### src/sv/sbac_ram.sv
module sbac_ram #(
  parameter int WIDTH = 8,
  parameter int DEPTH = 16
) (
  input  logic                     clk,
  input  logic                     we,
  input  logic [$clog2(DEPTH)-1:0] waddr,
  input  logic [WIDTH-1:0]         wdata,
  input  logic [$clog2(DEPTH)-1:0] raddr,
  output logic [WIDTH-1:0]         rdata
);
  logic [WIDTH-1:0] mem [DEPTH];

  always_ff @(posedge clk) begin
    if (we) begin
      mem[waddr] <= wdata;
    end
    rdata <= mem[raddr];
  end
endmodule

### config.mk
export PLATFORM = sky130hd
export DESIGN_NAME = sbac_ram
export DESIGN_NICKNAME = d
export VERILOG_FILES = /design/src/sv/sbac_ram.sv
export SDC_FILE = /design/constraint.sdc
export NUM_CORES = 1
export LEC_CHECK = 0
export BUFFER_PORTS_ARGS = -buffer_cell sky130_fd_sc_hd__buf_4
export CELL_PAD_IN_SITES_DETAIL_PLACEMENT = 1
export CELL_PAD_IN_SITES_GLOBAL_PLACEMENT = 2
export CORE_UTILIZATION = 28
export CTS_BUF_LIST = sky130_fd_sc_hd__clkbuf_2 sky130_fd_sc_hd__clkbuf_4 sky130_fd_sc_hd__clkbuf_8
export CTS_CLUSTER_SIZE = 16
export DETAILED_ROUTE_END_ITERATION = 6
export PLACE_DENSITY_LB_ADDON = 0.1
export SETUP_SLACK_MARGIN = 0.4
export SKIP_CTS_REPAIR_TIMING = 1
export SYNTH_ARGS = -nofsm -noshare
export SYNTH_HDL_FRONTEND = slang
export SYNTH_SLANG_ARGS = --single-unit
export TNS_END_PERCENT = 20
### constraint.sdc
create_clock -name clk -period 1.6 [get_ports clk]
set_input_delay 0.08 -clock clk [delete_from_list [all_inputs] [get_ports clk]]
set_output_delay 0.08 -clock clk [all_outputs]
set_load 0.01 [all_outputs]
==> summary.txt <==
Max-Slew Margin vs Limit - 37.3%
R2R setup slack - 330 ps
initial drt markers - 154
Final Hold Fails - 0
Die X - 138 um
syn_nets - 247
power density over cell area - 1160 nW/um2
met1 GRT Util - 16.6%
critical path arrival - 1590 ps
Placeable Area - 18,000 um2
DPL Wire Length - 7590 um
setup TNS - 0 ps
worst r2r dst - rdata[6]
H-tree lvl count - 4
Tcrit/Tclk final - 79.3%
clock insertion delay at the later pin of the skew report - 440 ps
vias per inst - 4.55
max_cap viols - 0
area delta synth->final - 21.8%
combinational share of power - 6.3%
Avg Inst Size Synth - 22.5 um2
Fill cells - 1,764
worst min path class - primary input to register
via count - 2,431
Worst setup EP type - register
DIE HEIGHT - 138 um
I/O pin count - 26
Pre-antenna DRT Iters - 4
total power - 7.29 mW
outcome - complete, no violations
root buf cell - clkbuf_8
Max Root-Sink Buffers - 2
final wirelength - 11,700 um
met3 Use GR - 3.16%
Static Leakage - 2.07 nW
met2 Use GR - 22.4%
maximum vdd ir drop - 0.000440 V
Syn. warnings - 0
switching pwr - 1.49 mW
slowest stage cell, crit path - mux4_2
port bufs - 25
worst hold path startpoint - waddr[1]
sequence of cells on the critical path - mux4_2, a22oi_2, nand2_1
final slew viol count - 0
synthesized instance count - 229
buffers plus inverters on the worst setup path - 0
WHS Endpoint - mem[0][6]
Area after DPL - 5760 um2
sequential element share of the synthesized area - 77.8%
DRC - 0
Top delay family on crit path - multiplexers
post-route cell area - 6270 um2
fin cells - 534
sequential power share - 55.0%
worst slew pin tran - 937 ps
Seq. cell area - 4000 um2
Final Skew - 11.9 ps
clk slew on worst S/H paths - 70 ps
Crit Path Category - register to register
largest net degree at the start of global routing - 25
Fmax - 788 MHz
DIE AREA - 18,900 um2
hold depth - 3
Largest stage delay, worst path - 480 ps
CTS Buf Count - 17
Final ANT Viol Nets - 0
gr busiest metal - met2
Final min period - 1270 ps
Rows - 49
# diodes - 0
RePlAce Congestion - 0.631
R2R Path Start - mem[0][6]
RSZ-0062 raised after global routing - yes
Synth cell types - 19
FF+latch count, synth - 136
R2R depth - 3
CTS Sinks - 136
post-layout net count - 310
Clock Power Share - 38.7%
layout cell share with drive strength beyond 1 - 39.0%
placed insts - 494
Power Internal - 5.80 mW
crit path launch type - register
multi-input logic area - 1100 um2
Switching Fraction - 20.4%
worst-path fanout max - 1
vias in the first global route - 2,669
worst path required time - 1920 ps
GRT Resource Usage Total - 13.5%
Congestion Overflow GR - 0
setup violators final - 0
initial antenna violation count - 0
first-pass GRT wire length - 16,900 um
Initial Utilization - 28.7%
Mapped Area - 5150 um2
Wirelength per Cell - 21.8 um
CTS tree - built
[power by group through the flow]
stage,clock network [mW],registers [mW],logic [mW]
floorplan,0,4.09,0.204
global placement,0,4.09,0.433
detailed placement,0,4.09,0.437
CTS,2.93,4.01,0.437
global route,3.05,4.01,0.503
finish,2.82,4.01,0.461
[tightest hold or removal path: stages]
cell,delay [ps]
buf_4,130
nor3_4,50
buf_12,140
[cell families after synthesis]
kind of cell    share of synthesized area (%)
flops                                    77.8
compound gates                           2.33
buf+inv                                  1.68
mux                                      15.0
simple gates                             3.18
[metal layers]
layer,wire length (um),part of all wire (%),up-vias
li1,-,-,1086
met1,5210,45,1288
met2,5880,50,45
met3,377,3.2,12
met4,189,1.6,0
met5,0,0,-
[layout by cell type, fill, tap and decap left out, drive strengths merged, types with 2 or more instances in the layout]
cell type,Yosys,layout
dlygate4sd3,0,8
nor2,13,13
edfxtp,128,128
clkbuf,0,30
mux4,32,32
dfxtp,8,8
nand2,9,9
nand3b,2,2
a22oi,16,16
buf,7,46
nor3,4,4
nand2b,2,2
[how the worst max path moves through the flow]
stage	from	endpoint	depth (start not counted)
6_report	mem[0][6]	rdata[6]	3
4_1_cts	mem[11][4]	rdata[4]	3
3_3_place_gp	raddr[0]	rdata[4]	5
3_5_place_dp	raddr[0]	rdata[4]	5
2_1_floorplan	waddr[2]	mem[8][0]	2
5_1_grt	mem[11][4]	rdata[4]	3
[sequential cells by signal (all words and copies together), names as in the netlist]
register  cells
mem         128
rdata         8
[synthesized netlist by cell type, drive strengths merged]
master	n	share of area, %
nand2b	2	0.24
and2	1	0.12
edfxtp	128	75
a22oi	16	2.3
nor2	13	0.95
clkdlybuf4s25	3	0.58
nand3	1	0.097
nand3b	2	0.29
nor3	4	0.39
dfxtp	8	3.1
nand2	9	0.66
buf	7	1.1
or3b	1	0.17
and2b	1	0.15
nor2b	1	0.12
mux4	32	15
[cell type report]
| cell class | count | share of cell area, % |
|---|---|---|
| clock buffers | 30 | 5.89 |
| clock inverters | 2 | 0.559 |
| multi-input cells | 83 | 17.6 |
| flip-flops and latches | 136 | 63.8 |
| well taps | 229 | 4.57 |
| repair buffers | 54 | 7.58 |
[metrics by stage]
| step | setup WS [ps] | utilization [%] | hold WS (ps) |
|---|---|---|---|
| finish | 331 | 34.9 | 132 |
| global route | 278 | 34.9 | 108 |
| CTS | 190 | 34.3 | -81.8 |
| detailed placement | 38.8 | 32.1 | 413 |
| global placement | 57.4 | 32.1 | 407 |
| floorplan | 328 | - | 179 |
No activity file was read; power rests on OpenSTA's default activity.
